### src/sv/sgsc_pkg.sv
package sgsc_pkg;

	// Angles are in 1/16 degree.
	localparam int FULL_TURN    = 5760;
	localparam int QUARTER_TURN = 1440;
	localparam int TABLE_STEP   = 48;
	localparam int TABLE_LAST   = 30;

	// The raw phase sum is biased so that it is never negative and stays below 16 turns.
	localparam int PHASE_BIAS = 6 * FULL_TURN;
	localparam int PHASE_W    = 17;

	// Two entries between the front and the back.
	localparam int QUEUE_DEPTH = 2;
	localparam int QUEUE_PTR_W = $clog2(QUEUE_DEPTH);
	localparam int QUEUE_CNT_W = $clog2(QUEUE_DEPTH + 1);

	// Configuration register indexes.
	typedef enum logic [2:0] {
		REG_AMP_VERTICAL, REG_AMP_HORIZONTAL, REG_PHASE_STEP_VERTICAL,
		REG_PHASE_STEP_HORIZONTAL, REG_PHASE_VERT_HORIZ, REG_OFFSET_HORIZONTAL,
		REG_INITIAL_PHASE, REG_GAIN
	} cfg_reg_t;

	typedef struct packed {
		logic        [11:0] amp_vertical;
		logic        [11:0] amp_horizontal;
		logic signed [13:0] phase_step_vertical;
		logic signed [13:0] phase_step_horizontal;
		logic signed [13:0] phase_vert_horiz;
		logic signed [13:0] offset_horizontal;
		logic        [12:0] initial_phase;
		logic        [15:0] gain;
	} cfg_t;

	// One joint item, classified by the front.
	typedef struct packed {
		logic signed [12:0] angle;
		logic        [2:0]  joint;
		logic               odd;
		logic        [1:0]  pair;
		logic               counted;
		logic               last;
	} job_t;

	typedef struct packed {
		logic valid;
		job_t job;
	} head_t;

	// Quarter wave of sine in Q1.15, one entry every 3 degrees.
	function automatic logic [14:0] sine_entry(input logic [4:0] idx);
		logic [14:0] v;
		unique case (idx)
			5'd0:  v = 15'd0;
			5'd1:  v = 15'd1715;
			5'd2:  v = 15'd3425;
			5'd3:  v = 15'd5126;
			5'd4:  v = 15'd6813;
			5'd5:  v = 15'd8481;
			5'd6:  v = 15'd10126;
			5'd7:  v = 15'd11743;
			5'd8:  v = 15'd13328;
			5'd9:  v = 15'd14876;
			5'd10: v = 15'd16384;
			5'd11: v = 15'd17846;
			5'd12: v = 15'd19260;
			5'd13: v = 15'd20621;
			5'd14: v = 15'd21925;
			5'd15: v = 15'd23170;
			5'd16: v = 15'd24351;
			5'd17: v = 15'd25465;
			5'd18: v = 15'd26509;
			5'd19: v = 15'd27481;
			5'd20: v = 15'd28377;
			5'd21: v = 15'd29196;
			5'd22: v = 15'd29934;
			5'd23: v = 15'd30591;
			5'd24: v = 15'd31163;
			5'd25: v = 15'd31651;
			5'd26: v = 15'd32051;
			5'd27: v = 15'd32364;
			5'd28: v = 15'd32587;
			5'd29: v = 15'd32722;
			default: v = 15'd32767;
		endcase
		return v;
	endfunction

endpackage

### src/sv/sgsc_front.sv
module sgsc_front #(
	parameter int JOINTS = 8
) (
	input  logic                 clk,
	input  logic                 arst_n,
	input  logic                 s_tvalid,
	output logic                 s_tready,
	input  logic [15:0]          s_tdata,
	input  logic                 pop,
	output sgsc_pkg::head_t      head
);

	sgsc_pkg::job_t                           entry_q [sgsc_pkg::QUEUE_DEPTH];
	logic [sgsc_pkg::QUEUE_PTR_W-1:0]         wr_ptr_q;
	logic [sgsc_pkg::QUEUE_PTR_W-1:0]         rd_ptr_q;
	logic [sgsc_pkg::QUEUE_CNT_W-1:0]         count_q;
	sgsc_pkg::job_t                           job_c;
	logic                                     push;

	// Classify the joint: wave selection, pair number, and its role in the pass.
	always_comb begin
		job_c.angle   = $signed(s_tdata[12:0]);
		job_c.joint   = s_tdata[15:13];
		job_c.odd     = s_tdata[13];
		job_c.pair    = s_tdata[15:14];
		job_c.counted = 32'(s_tdata[15:13]) < JOINTS;
		job_c.last    = 32'(s_tdata[15:13]) == JOINTS - 1;
	end

	assign s_tready   = count_q != sgsc_pkg::QUEUE_CNT_W'(sgsc_pkg::QUEUE_DEPTH);
	assign push       = s_tvalid && s_tready;
	assign head.valid = count_q != '0;
	assign head.job   = entry_q[rd_ptr_q];

	always_ff @(posedge clk) begin
		if (push) begin
			entry_q[wr_ptr_q] <= job_c;
		end
	end

	always_ff @(posedge clk or negedge arst_n) begin
		if (!arst_n) begin
			wr_ptr_q <= '0;
			rd_ptr_q <= '0;
			count_q  <= '0;
		end else begin
			if (push) begin
				wr_ptr_q <= wr_ptr_q + 1'b1;
			end
			if (pop) begin
				rd_ptr_q <= rd_ptr_q + 1'b1;
			end
			if (push && !pop) begin
				count_q <= count_q + 1'b1;
			end else if (pop && !push) begin
				count_q <= count_q - 1'b1;
			end
		end
	end

`ifndef SYNTH
	a_no_pop_empty: assert property (@(posedge clk) disable iff (!arst_n)
		pop |-> count_q != '0)
		else $error("queue popped while empty");
	a_count_bound: assert property (@(posedge clk) disable iff (!arst_n)
		count_q <= sgsc_pkg::QUEUE_CNT_W'(sgsc_pkg::QUEUE_DEPTH))
		else $error("queue count beyond depth");
`endif

endmodule

### src/sv/sgsc_back.sv
module sgsc_back #(
	parameter int JOINTS           = 8,
	parameter int SAMPLES          = 32,
	parameter int MAX_VELOCITY     = 4096,
	parameter int STABLE_TOLERANCE = 80
) (
	input  logic             clk,
	input  logic             arst_n,
	input  sgsc_pkg::cfg_t   cfg,
	input  sgsc_pkg::head_t  head,
	output logic             pop,
	output logic             m_tvalid,
	input  logic             m_tready,
	output logic [23:0]      m_tdata
);

	localparam int SIDX_W     = $clog2(SAMPLES);
	localparam int BASE_Q     = sgsc_pkg::FULL_TURN / SAMPLES;
	localparam int BASE_R     = sgsc_pkg::FULL_TURN % SAMPLES;
	localparam int BASE_RESET = (sgsc_pkg::FULL_TURN * (SAMPLES - 1)) / SAMPLES;
	localparam int REM_RESET  = (sgsc_pkg::FULL_TURN * (SAMPLES - 1)) % SAMPLES;
	localparam int PW         = sgsc_pkg::PHASE_W;

	typedef enum logic [3:0] {
		ST_IDLE, ST_SUM, ST_RED, ST_QUAD, ST_IDX, ST_INTERP, ST_DIV,
		ST_SCALE, ST_ERR, ST_VEL, ST_DONE
	} state_t;

	state_t              state_q;
	sgsc_pkg::job_t      job_q;
	// Sample whose references are in use, and floor(FULL_TURN*m/SAMPLES) kept incrementally.
	logic [SIDX_W-1:0]   m_q;
	logic [12:0]         base_q;
	logic [SIDX_W-1:0]   rem_q;
	logic                loaded_q;
	logic [3:0]          stable_q;
	logic [PW-1:0]       phase_q;
	logic [1:0]          red_q;
	logic [10:0]         rr_q;
	logic                neg_q;
	logic [4:0]          idx_q;
	logic [5:0]          frac_q;
	logic [14:0]         lo_q;
	logic [20:0]         prod_q;
	logic                top_q;
	logic [14:0]         mag_q;
	logic [11:0]         sc_q;
	logic signed [15:0]  err_q;
	logic [30:0]         velp_q;
	logic                near_q;
	logic                negv_q;
	logic                out_valid_q;
	logic [23:0]         out_data_q;

	logic signed [13:0]  step_c;
	logic signed [16:0]  step_mul_c;
	logic signed [13:0]  vh_c;
	logic signed [18:0]  sum_c;
	logic [PW-1:0]       sub_c;
	logic [1:0]          quad_c;
	logic [10:0]         r_c;
	logic [10:0]         rr_c;
	logic [13:0]         div3_c;
	logic [4:0]          idx_c;
	logic [10:0]         idx48_c;
	logic [14:0]         lo_c;
	logic [14:0]         hi_c;
	logic [14:0]         diff_c;
	logic [29:0]         recip_c;
	logic [14:0]         mag_c;
	logic [11:0]         amp_c;
	logic [26:0]         sp_c;
	logic signed [13:0]  sc_s_c;
	logic signed [14:0]  ref_c;
	logic [15:0]         abs_c;
	logic [14:0]         errm_c;
	logic [22:0]         vm_c;
	logic [15:0]         v16_c;
	logic [15:0]         vel_c;
	logic [4:0]          total_c;
	logic                adv_c;
	logic [SIDX_W:0]     rem_sum_c;
	logic                out_free;

	always_comb begin
		// Raw phase sum, biased to stay non-negative.
		step_c     = job_q.odd ? cfg.phase_step_horizontal : cfg.phase_step_vertical;
		step_mul_c = 17'(step_c) * 17'($signed({1'b0, job_q.pair}));
		vh_c       = job_q.odd ? cfg.phase_vert_horiz : 14'sd0;
		sum_c      = 19'($signed({1'b0, base_q})) + 19'($signed({1'b0, cfg.initial_phase}))
		           + 19'(step_mul_c) + 19'(vh_c) + 19'(sgsc_pkg::PHASE_BIAS);

		// Binary reduction: subtract 8, 4, 2 and 1 turns where they fit.
		sub_c = PW'(sgsc_pkg::FULL_TURN) << red_q;

		// Quadrant and mirror into the first quarter.
		if (phase_q >= PW'(3 * sgsc_pkg::QUARTER_TURN)) begin
			quad_c = 2'd3;
		end else if (phase_q >= PW'(2 * sgsc_pkg::QUARTER_TURN)) begin
			quad_c = 2'd2;
		end else if (phase_q >= PW'(sgsc_pkg::QUARTER_TURN)) begin
			quad_c = 2'd1;
		end else begin
			quad_c = 2'd0;
		end
		r_c  = 11'(phase_q - PW'(quad_c) * PW'(sgsc_pkg::QUARTER_TURN));
		rr_c = quad_c[0] ? 11'(sgsc_pkg::QUARTER_TURN) - r_c : r_c;

		// Table index is rr/48: a shift by four, then a divide by three through 43/128.
		div3_c  = 14'(rr_q[10:4]) * 14'd43;
		idx_c   = div3_c[11:7];
		idx48_c = 11'({idx_c, 5'b0}) + 11'({idx_c, 4'b0});

		lo_c   = sgsc_pkg::sine_entry(idx_q);
		hi_c   = sgsc_pkg::sine_entry(idx_q + 5'd1);
		diff_c = hi_c - lo_c;

		// (diff*frac + 24)/48: shift by four, then divide by three through 2731/8192.
		recip_c = 30'(prod_q[20:4]) * 30'd2731;
		mag_c   = top_q ? 15'd32767 : lo_q + recip_c[27:13];

		amp_c = job_q.odd ? cfg.amp_horizontal : cfg.amp_vertical;
		sp_c  = 27'(amp_c) * 27'(mag_q);

		sc_s_c = neg_q ? -$signed({2'b0, sc_q}) : $signed({2'b0, sc_q});
		if (!loaded_q) begin
			ref_c = 15'sd0;
		end else if (job_q.odd) begin
			ref_c = 15'(sc_s_c) + 15'(cfg.offset_horizontal);
		end else begin
			ref_c = 15'(sc_s_c);
		end

		abs_c  = err_q[15] ? 16'(-err_q) : 16'(err_q);
		errm_c = abs_c[14:0];

		vm_c = 23'((velp_q + 31'd128) >> 8);
		if (vm_c > 23'(MAX_VELOCITY)) begin
			vm_c = 23'(MAX_VELOCITY);
		end
		v16_c = vm_c[15:0];
		vel_c = negv_q ? -v16_c : v16_c;

		total_c   = 5'(stable_q) + 5'(near_q);
		adv_c     = job_q.counted && job_q.last && (total_c >= 5'(JOINTS));
		rem_sum_c = (SIDX_W + 1)'(rem_q) + (SIDX_W + 1)'(BASE_R);
	end

	assign out_free = !out_valid_q || m_tready;
	assign pop      = (state_q == ST_IDLE) && head.valid;
	assign m_tvalid = out_valid_q;
	assign m_tdata  = out_data_q;

	always_ff @(posedge clk or negedge arst_n) begin
		if (!arst_n) begin
			state_q     <= ST_IDLE;
			m_q         <= SIDX_W'(SAMPLES - 1);
			base_q      <= 13'(BASE_RESET);
			rem_q       <= SIDX_W'(REM_RESET);
			loaded_q    <= 1'b0;
			stable_q    <= '0;
			out_valid_q <= 1'b0;
			red_q       <= '0;
		end else begin
			// A new result replaces the one leaving; otherwise an accepted one clears.
			if (state_q == ST_DONE && out_free) begin
				out_valid_q <= 1'b1;
			end else if (m_tready) begin
				out_valid_q <= 1'b0;
			end
			unique case (state_q)
				ST_IDLE: begin
					if (head.valid) begin
						job_q   <= head.job;
						state_q <= ST_SUM;
					end
				end
				ST_SUM: begin
					phase_q <= sum_c[PW-1:0];
					red_q   <= 2'd3;
					state_q <= ST_RED;
				end
				ST_RED: begin
					if (phase_q >= sub_c) begin
						phase_q <= phase_q - sub_c;
					end
					red_q <= red_q - 2'd1;
					if (red_q == 2'd0) begin
						state_q <= ST_QUAD;
					end
				end
				ST_QUAD: begin
					rr_q    <= rr_c;
					neg_q   <= quad_c[1];
					state_q <= ST_IDX;
				end
				ST_IDX: begin
					idx_q   <= idx_c;
					frac_q  <= 6'(rr_q - idx48_c);
					state_q <= ST_INTERP;
				end
				ST_INTERP: begin
					lo_q    <= lo_c;
					prod_q  <= 21'(diff_c) * 21'(frac_q) + 21'(sgsc_pkg::TABLE_STEP / 2);
					top_q   <= idx_q >= 5'(sgsc_pkg::TABLE_LAST);
					state_q <= ST_DIV;
				end
				ST_DIV: begin
					mag_q   <= mag_c;
					state_q <= ST_SCALE;
				end
				ST_SCALE: begin
					sc_q    <= 12'((sp_c + 27'd16384) >> 15);
					state_q <= ST_ERR;
				end
				ST_ERR: begin
					err_q   <= 16'($signed(job_q.angle)) - 16'(ref_c);
					state_q <= ST_VEL;
				end
				ST_VEL: begin
					velp_q  <= 31'(errm_c) * 31'(cfg.gain);
					near_q  <= 16'(errm_c) < 16'(STABLE_TOLERANCE);
					negv_q  <= !err_q[15] && (err_q != 16'sd0);
					state_q <= ST_DONE;
				end
				ST_DONE: begin
					if (out_free) begin
						out_data_q  <= {3'b0, adv_c, near_q, job_q.joint, vel_c};
						if (job_q.counted) begin
							if (job_q.last) begin
								stable_q <= '0;
							end else begin
								stable_q <= (total_c > 5'd15) ? 4'd15 : total_c[3:0];
							end
						end
						if (adv_c) begin
							loaded_q <= 1'b1;
							if (m_q == SIDX_W'(SAMPLES - 1)) begin
								m_q    <= '0;
								base_q <= '0;
								rem_q  <= '0;
							end else begin
								m_q <= m_q + 1'b1;
								if (rem_sum_c >= (SIDX_W + 1)'(SAMPLES)) begin
									rem_q  <= SIDX_W'(rem_sum_c - (SIDX_W + 1)'(SAMPLES));
									base_q <= base_q + 13'(BASE_Q + 1);
								end else begin
									rem_q  <= rem_sum_c[SIDX_W-1:0];
									base_q <= base_q + 13'(BASE_Q);
								end
							end
						end
						state_q <= ST_IDLE;
					end
				end
				default: state_q <= ST_IDLE;
			endcase
		end
	end

`ifndef SYNTH
	a_sample_range: assert property (@(posedge clk) disable iff (!arst_n)
		32'(m_q) <= SAMPLES - 1)
		else $error("sample index out of range");
	a_phase_reduced: assert property (@(posedge clk) disable iff (!arst_n)
		state_q == ST_QUAD |-> phase_q < PW'(sgsc_pkg::FULL_TURN))
		else $error("phase not reduced below a full turn");
	a_first_advance: assert property (@(posedge clk) disable iff (!arst_n)
		$rose(loaded_q) |-> m_q == '0)
		else $error("first advance did not land on sample zero");
`endif

endmodule

### src/sv/sine_gait_servo_controller.sv
// Sinusoidal gait generator with a proportional servo loop. Each request on the
// slave stream carries one measured joint angle and its joint number; the block
// answers one request on the master stream with a velocity command, the joint
// number, a near-reference flag and a flag telling that this joint closed a stable
// pass and moved the gait to its next sample. Even joints follow the vertical wave,
// odd joints the horizontal wave with its phase shift and offset; until the first
// advance every reference reads as zero. The front accepts and classifies joints
// into a two-entry queue, so until the queue is full it keeps taking requests while
// the back works or while a finished result waits at the output. The back handles
// one joint at a time with a sequencer: phase sum, four reduction steps, quadrant,
// table index, sine interpolation, amplitude scaling, error and gain. The user must
// write the configuration registers through cfg_we, cfg_index and cfg_data only
// while no joint is in flight; the block itself does not enforce this.
module sine_gait_servo_controller #(
	parameter int JOINTS           = 8,
	parameter int SAMPLES          = 32,
	parameter int MAX_VELOCITY     = 4096,
	parameter int STABLE_TOLERANCE = 80
) (
	input  logic        clk,
	input  logic        arst_n,
	input  logic        s_tvalid,
	output logic        s_tready,
	input  logic [15:0] s_tdata,   // joint_angle[12:0], joint_index[15:13]
	output logic        m_tvalid,
	input  logic        m_tready,
	output logic [23:0] m_tdata,   // velocity[15:0], joint_out[18:16],
	                               // near_reference[19], sequence_advanced[20], zero fill
	input  logic        cfg_we,
	input  logic [2:0]  cfg_index,
	input  logic [15:0] cfg_data
);

	sgsc_pkg::cfg_t  cfg_q;
	sgsc_pkg::head_t head;
	logic            pop;

	// Register file. Gain resets to unity in Q8.8, everything else to zero.
	always_ff @(posedge clk or negedge arst_n) begin
		if (!arst_n) begin
			cfg_q.amp_vertical          <= '0;
			cfg_q.amp_horizontal        <= '0;
			cfg_q.phase_step_vertical   <= '0;
			cfg_q.phase_step_horizontal <= '0;
			cfg_q.phase_vert_horiz      <= '0;
			cfg_q.offset_horizontal     <= '0;
			cfg_q.initial_phase         <= '0;
			cfg_q.gain                  <= 16'd256;
		end else if (cfg_we) begin
			unique case (sgsc_pkg::cfg_reg_t'(cfg_index))
				sgsc_pkg::REG_AMP_VERTICAL: begin
					cfg_q.amp_vertical <= cfg_data[11:0];
				end
				sgsc_pkg::REG_AMP_HORIZONTAL: begin
					cfg_q.amp_horizontal <= cfg_data[11:0];
				end
				sgsc_pkg::REG_PHASE_STEP_VERTICAL: begin
					cfg_q.phase_step_vertical <= $signed(cfg_data[13:0]);
				end
				sgsc_pkg::REG_PHASE_STEP_HORIZONTAL: begin
					cfg_q.phase_step_horizontal <= $signed(cfg_data[13:0]);
				end
				sgsc_pkg::REG_PHASE_VERT_HORIZ: begin
					cfg_q.phase_vert_horiz <= $signed(cfg_data[13:0]);
				end
				sgsc_pkg::REG_OFFSET_HORIZONTAL: begin
					cfg_q.offset_horizontal <= $signed(cfg_data[13:0]);
				end
				sgsc_pkg::REG_INITIAL_PHASE: begin
					cfg_q.initial_phase <= cfg_data[12:0];
				end
				sgsc_pkg::REG_GAIN: begin
					cfg_q.gain <= cfg_data;
				end
				default: ;
			endcase
		end
	end

	// Front: takes requests and classifies each joint into the queue.
	sgsc_front #(
		.JOINTS(JOINTS)
	) u_front (
		.clk      (clk),
		.arst_n   (arst_n),
		.s_tvalid (s_tvalid),
		.s_tready (s_tready),
		.s_tdata  (s_tdata),
		.pop      (pop),
		.head     (head)
	);

	// Back: reference, error and velocity, plus the pass bookkeeping.
	sgsc_back #(
		.JOINTS           (JOINTS),
		.SAMPLES          (SAMPLES),
		.MAX_VELOCITY     (MAX_VELOCITY),
		.STABLE_TOLERANCE (STABLE_TOLERANCE)
	) u_back (
		.clk      (clk),
		.arst_n   (arst_n),
		.cfg      (cfg_q),
		.head     (head),
		.pop      (pop),
		.m_tvalid (m_tvalid),
		.m_tready (m_tready),
		.m_tdata  (m_tdata)
	);

endmodule

### config.mk
export PLATFORM = sky130hd
export DESIGN_NAME = sine_gait_servo_controller
export DESIGN_NICKNAME = d
export VERILOG_FILES = /design/src/sv/sgsc_pkg.sv /design/src/sv/sgsc_front.sv /design/src/sv/sgsc_back.sv /design/src/sv/sine_gait_servo_controller.sv
export SDC_FILE = /design/constraint.sdc
export NUM_CORES = 2
export LEC_CHECK = 0
export ABC_CLOCK_PERIOD_IN_PS = 16100
export BUFFER_PORTS_ARGS = -buffer_cell sky130_fd_sc_hd__buf_2
export CAP_MARGIN = 0
export CORE_ASPECT_RATIO = 0.5
export CORE_UTILIZATION = 40
export DETAILED_ROUTE_END_ITERATION = 7
export SLEW_MARGIN = 20
export SYNTH_ARGS = -nofsm -noshare
export SYNTH_HDL_FRONTEND = slang
export SYNTH_SLANG_ARGS = --single-unit
### constraint.sdc
create_clock -name clk -period 16.1 [get_ports clk]
set_input_delay 0.805 -clock clk [delete_from_list [all_inputs] [get_ports clk]]
set_output_delay 0.805 -clock clk [all_outputs]
set_load 0.02 [all_outputs]
==> impl_metrics.tcl <==
set metrics [dict create \
    status "complete, no violations" \
    synth_xor_area_share_pct 4.36 \
    place_inst 5657 \
    yosys_warnings 0 \
    slowest_stage "ha_1" \
    ys_top_cells_by_count "inv_1 (658), ha_1 (492), fa_1 (468)" \
    final_nets 5298 \
    first_global_vias 30570 \
    multi_input_area_mm2 0.0292 \
    synth_top_family_by_area "adder cells" \
    synth.most_common_cell "inv_1" \
    overflow 0 \
    die_h_um 232 \
    route.met2.wl_um 44100 \
    area_growth_pct 7.80 \
    fp-row-count 83 \
    cts_tree "done" \
    n_fill_cell 9761 \
    cp_max_fo 31 \
    die_w_um 462 \
    slew_violations 0 \
    hold_class "in -> async" \
    netlist.area_leader.share_pct 22.1 \
    rsz0062_at_grt "false" \
    syn_inst 4298 \
    fin_cells 5733 \
    fin_setup_tns_ns 0 \
    start_util_pct 40.9 \
    drive_gt1_share_pct 8.43 \
    ys_seq_area_share_pct 24.2 \
    ant_nets 0 \
    vias 29660 \
    grt_max_degree 75 \
    antenna_found_initial 3 \
    drtPass1Iterations 8 \
    fmax_mhz 106 \
    clkLatencyLatePin_ns 0.59 \
    synth-async-reset-ratio_pct 38.1 \
    fin_crit_ns 9.45 \
    skew_ns 0.0313 \
    place_hpwl_um 75800 \
    yosys.area_share.simple_pct 14.4 \
    finalWeightedCongestion 0.864 \
    yosysUniqueCellTypes 87 \
    synth-compound-area-share_pct 8.67 \
    wl_met1_um 44900 \
    yosys.area.top_type "fa_1" \
    cts_max_level 2 \
    syn_area_per_cell_um2 9.86 \
    fin_crit_sh_pct 58.7 \
    core_area_mm2 0.104 \
    yosys-top-cells-area "fa_1 (22%), edfxtp_1 (15%), ha_1 (15%)" \
    wl_um 94500 \
    clk_pin_slew_ns 0.07 \
    startpoint_type "register" \
    globalRouteTotalUtil_pct 17.9 \
    cts_buffers 40 \
    synth_flop_cell "edfxtp_1" \
    cts_resized 0 \
    portBuffers 62 \
    seq_area_mm2 0.0103 \
    dieArea_mm2 0.107 \
    synth_fa_ha_area_share_pct 36.6 \
    relSlewSlack_pct 30.4 \
    ctsLongestPathBuffers 3 \
    synth_seq_cells 370 \
    max_cap_viol_count 0 \
    synth_edf_count 214 \
    post_drt_wl_per_cell_um 16.5 \
    cts_setup_buffers 0 \
    grt_pass1_wl_um 158000 \
    top_layer "met4" \
    critical_path_class "reg -> reg" \
    syn-cell-area_mm2 0.0424 \
    cts-root-buf "clkbuf_16" \
    required_ns 16.40 \
    endpoint_kind "register" \
    wl_met3_um 4080 \
    first_iter_violations 1534 \
    io_pins 66 \
    routed_via_density 5.17 \
    crit_top_cell "ha_1" \
    route.detailed.drc 0 \
    cts.sinks 370 \
    max_stage_delay_ns 0.87 \
    cp.arrival_ns 9.74 \
    worst-r2r-setup-slack_ns 6.65 \
    worst_pin_slew_ns 1.04 \
    hold_buffers 0 \
    synthMuxAreaShare_pct 4.51 \
    hold_viol 0 \
    setup_viol 0 \
]
==> stage by stage <==
step	util [%]	cell area, µm²	worst slack [ns]	hold WS [ns]
6_report	44.0	45700	6.65	0.239
5_1_grt	44.0	45700	5.87	0.255
4_1_cts	44.0	45700	6.45	0.221
3_5_place_dp	42.6	44200	6.51	0.423
3_3_place_gp	42.6	44200	6.73	0.425
2_1_floorplan	-	42400	8.26	0.400
==> layer usage <==
layer	vias to the layer above	track usage, %
met5	-	0
li1	14235	-
met4	0	3.27
met3	94	2.25
met1	14849	24.7
met2	482	30.4
==> cells by family (layout without fill, tap and decap cells) <==
logic type	Yosys count	count (layout)
XOR/XNOR	211	211
other	1	4
multiplexers	173	173
flip-flops	370	370
AND/OR/NAND/NOR	1216	1216
adder cells (fa/ha/maj)	960	960
buffers and inverters	797	827
AO/OA/AOI/OAI	570	570
==> critical path: cells and delay by family, from the launching register on <==
family                     cells  cell delay, ns
AOI/OAI and AO/OA             14            2.99
xor gates and xnor gates       1            0.34
and+or+nand+nor                2            0.35
muxes                          1            0.21
DFF                            1            0.74
adders and majority gates      9            3.90
buffers and inverters          3            0.60
==> cell usage in the layout, fill, tap and decap left out, types with 30 or more instances in the layout <==
cell type	count
xnor2_1	135
mux2_2	143
o21ai_0	138
buf_4	31
fa_1	468
clkbuf_16	43
ha_1	492
nand3_1	60
a21oi_1	145
a21o_1	37
and2_1	234
dfrtp_1	128
nor2b_1	97
nand2b_1	60
nand2_1	399
buf_2	61
mux2i_1	30
nor2_1	170
edfxtp_1	214
inv_1	658
nor3_1	67
xor2_1	75
==> final timing paths <==
kind                                                start                               end  cells past startpoint
min in group clk                              s_tdata[10]  u_front.entry_q[1][17]$_DFFE_PP_                      1
worst max register to register  u_back.idx_q[0]$_DFFE_PP_       u_back.prod_q[20]$_DFFE_PP_                     30
worst max-delay path            u_back.idx_q[0]$_DFFE_PP_       u_back.prod_q[20]$_DFFE_PP_                     30
worst min-delay path                               arst_n             cfg_q[69]$_DFFE_PN0P_                      1
max in group asynchronous                          arst_n              cfg_q[0]$_DFFE_PN0P_                      2
worst min register to register     u_back.lo_c[2]$_DFF_P_          u_back.lo_q[2]$_DFFE_PP_                      0
==> cell type report <==
class                      instances  area share [%]
antenna                            1         0.00548
clock inverter                    22           0.652
multi-input combinational       3133            63.9
clock buffer                      52            2.49
timing repair buffer              94            1.26
sequential                       370            22.5
tap                             1402            3.84
inverter                         659            5.41
==> state kept, by name (all words and copies together) (netlist names), 12 cells and up <==
| register | cells |
|---|---|
| cfg_q | 109 |
| u_front.entry_q | 34 |
| u_back.velp_q | 24 |
| u_back.m_tdata | 21 |
| u_back.job_q | 17 |
| u_back.phase_q | 17 |
| u_back.prod_q | 17 |
| u_back.err_q | 16 |
| u_back.lo_c | 15 |
| u_back.lo_q | 15 |
| u_back.mag_q | 15 |
| u_back.sc_q | 12 |
Power is left out: the tool's default activity adds up to more than one toggle a clock period on the data nets, which glitch-free logic cannot reach.
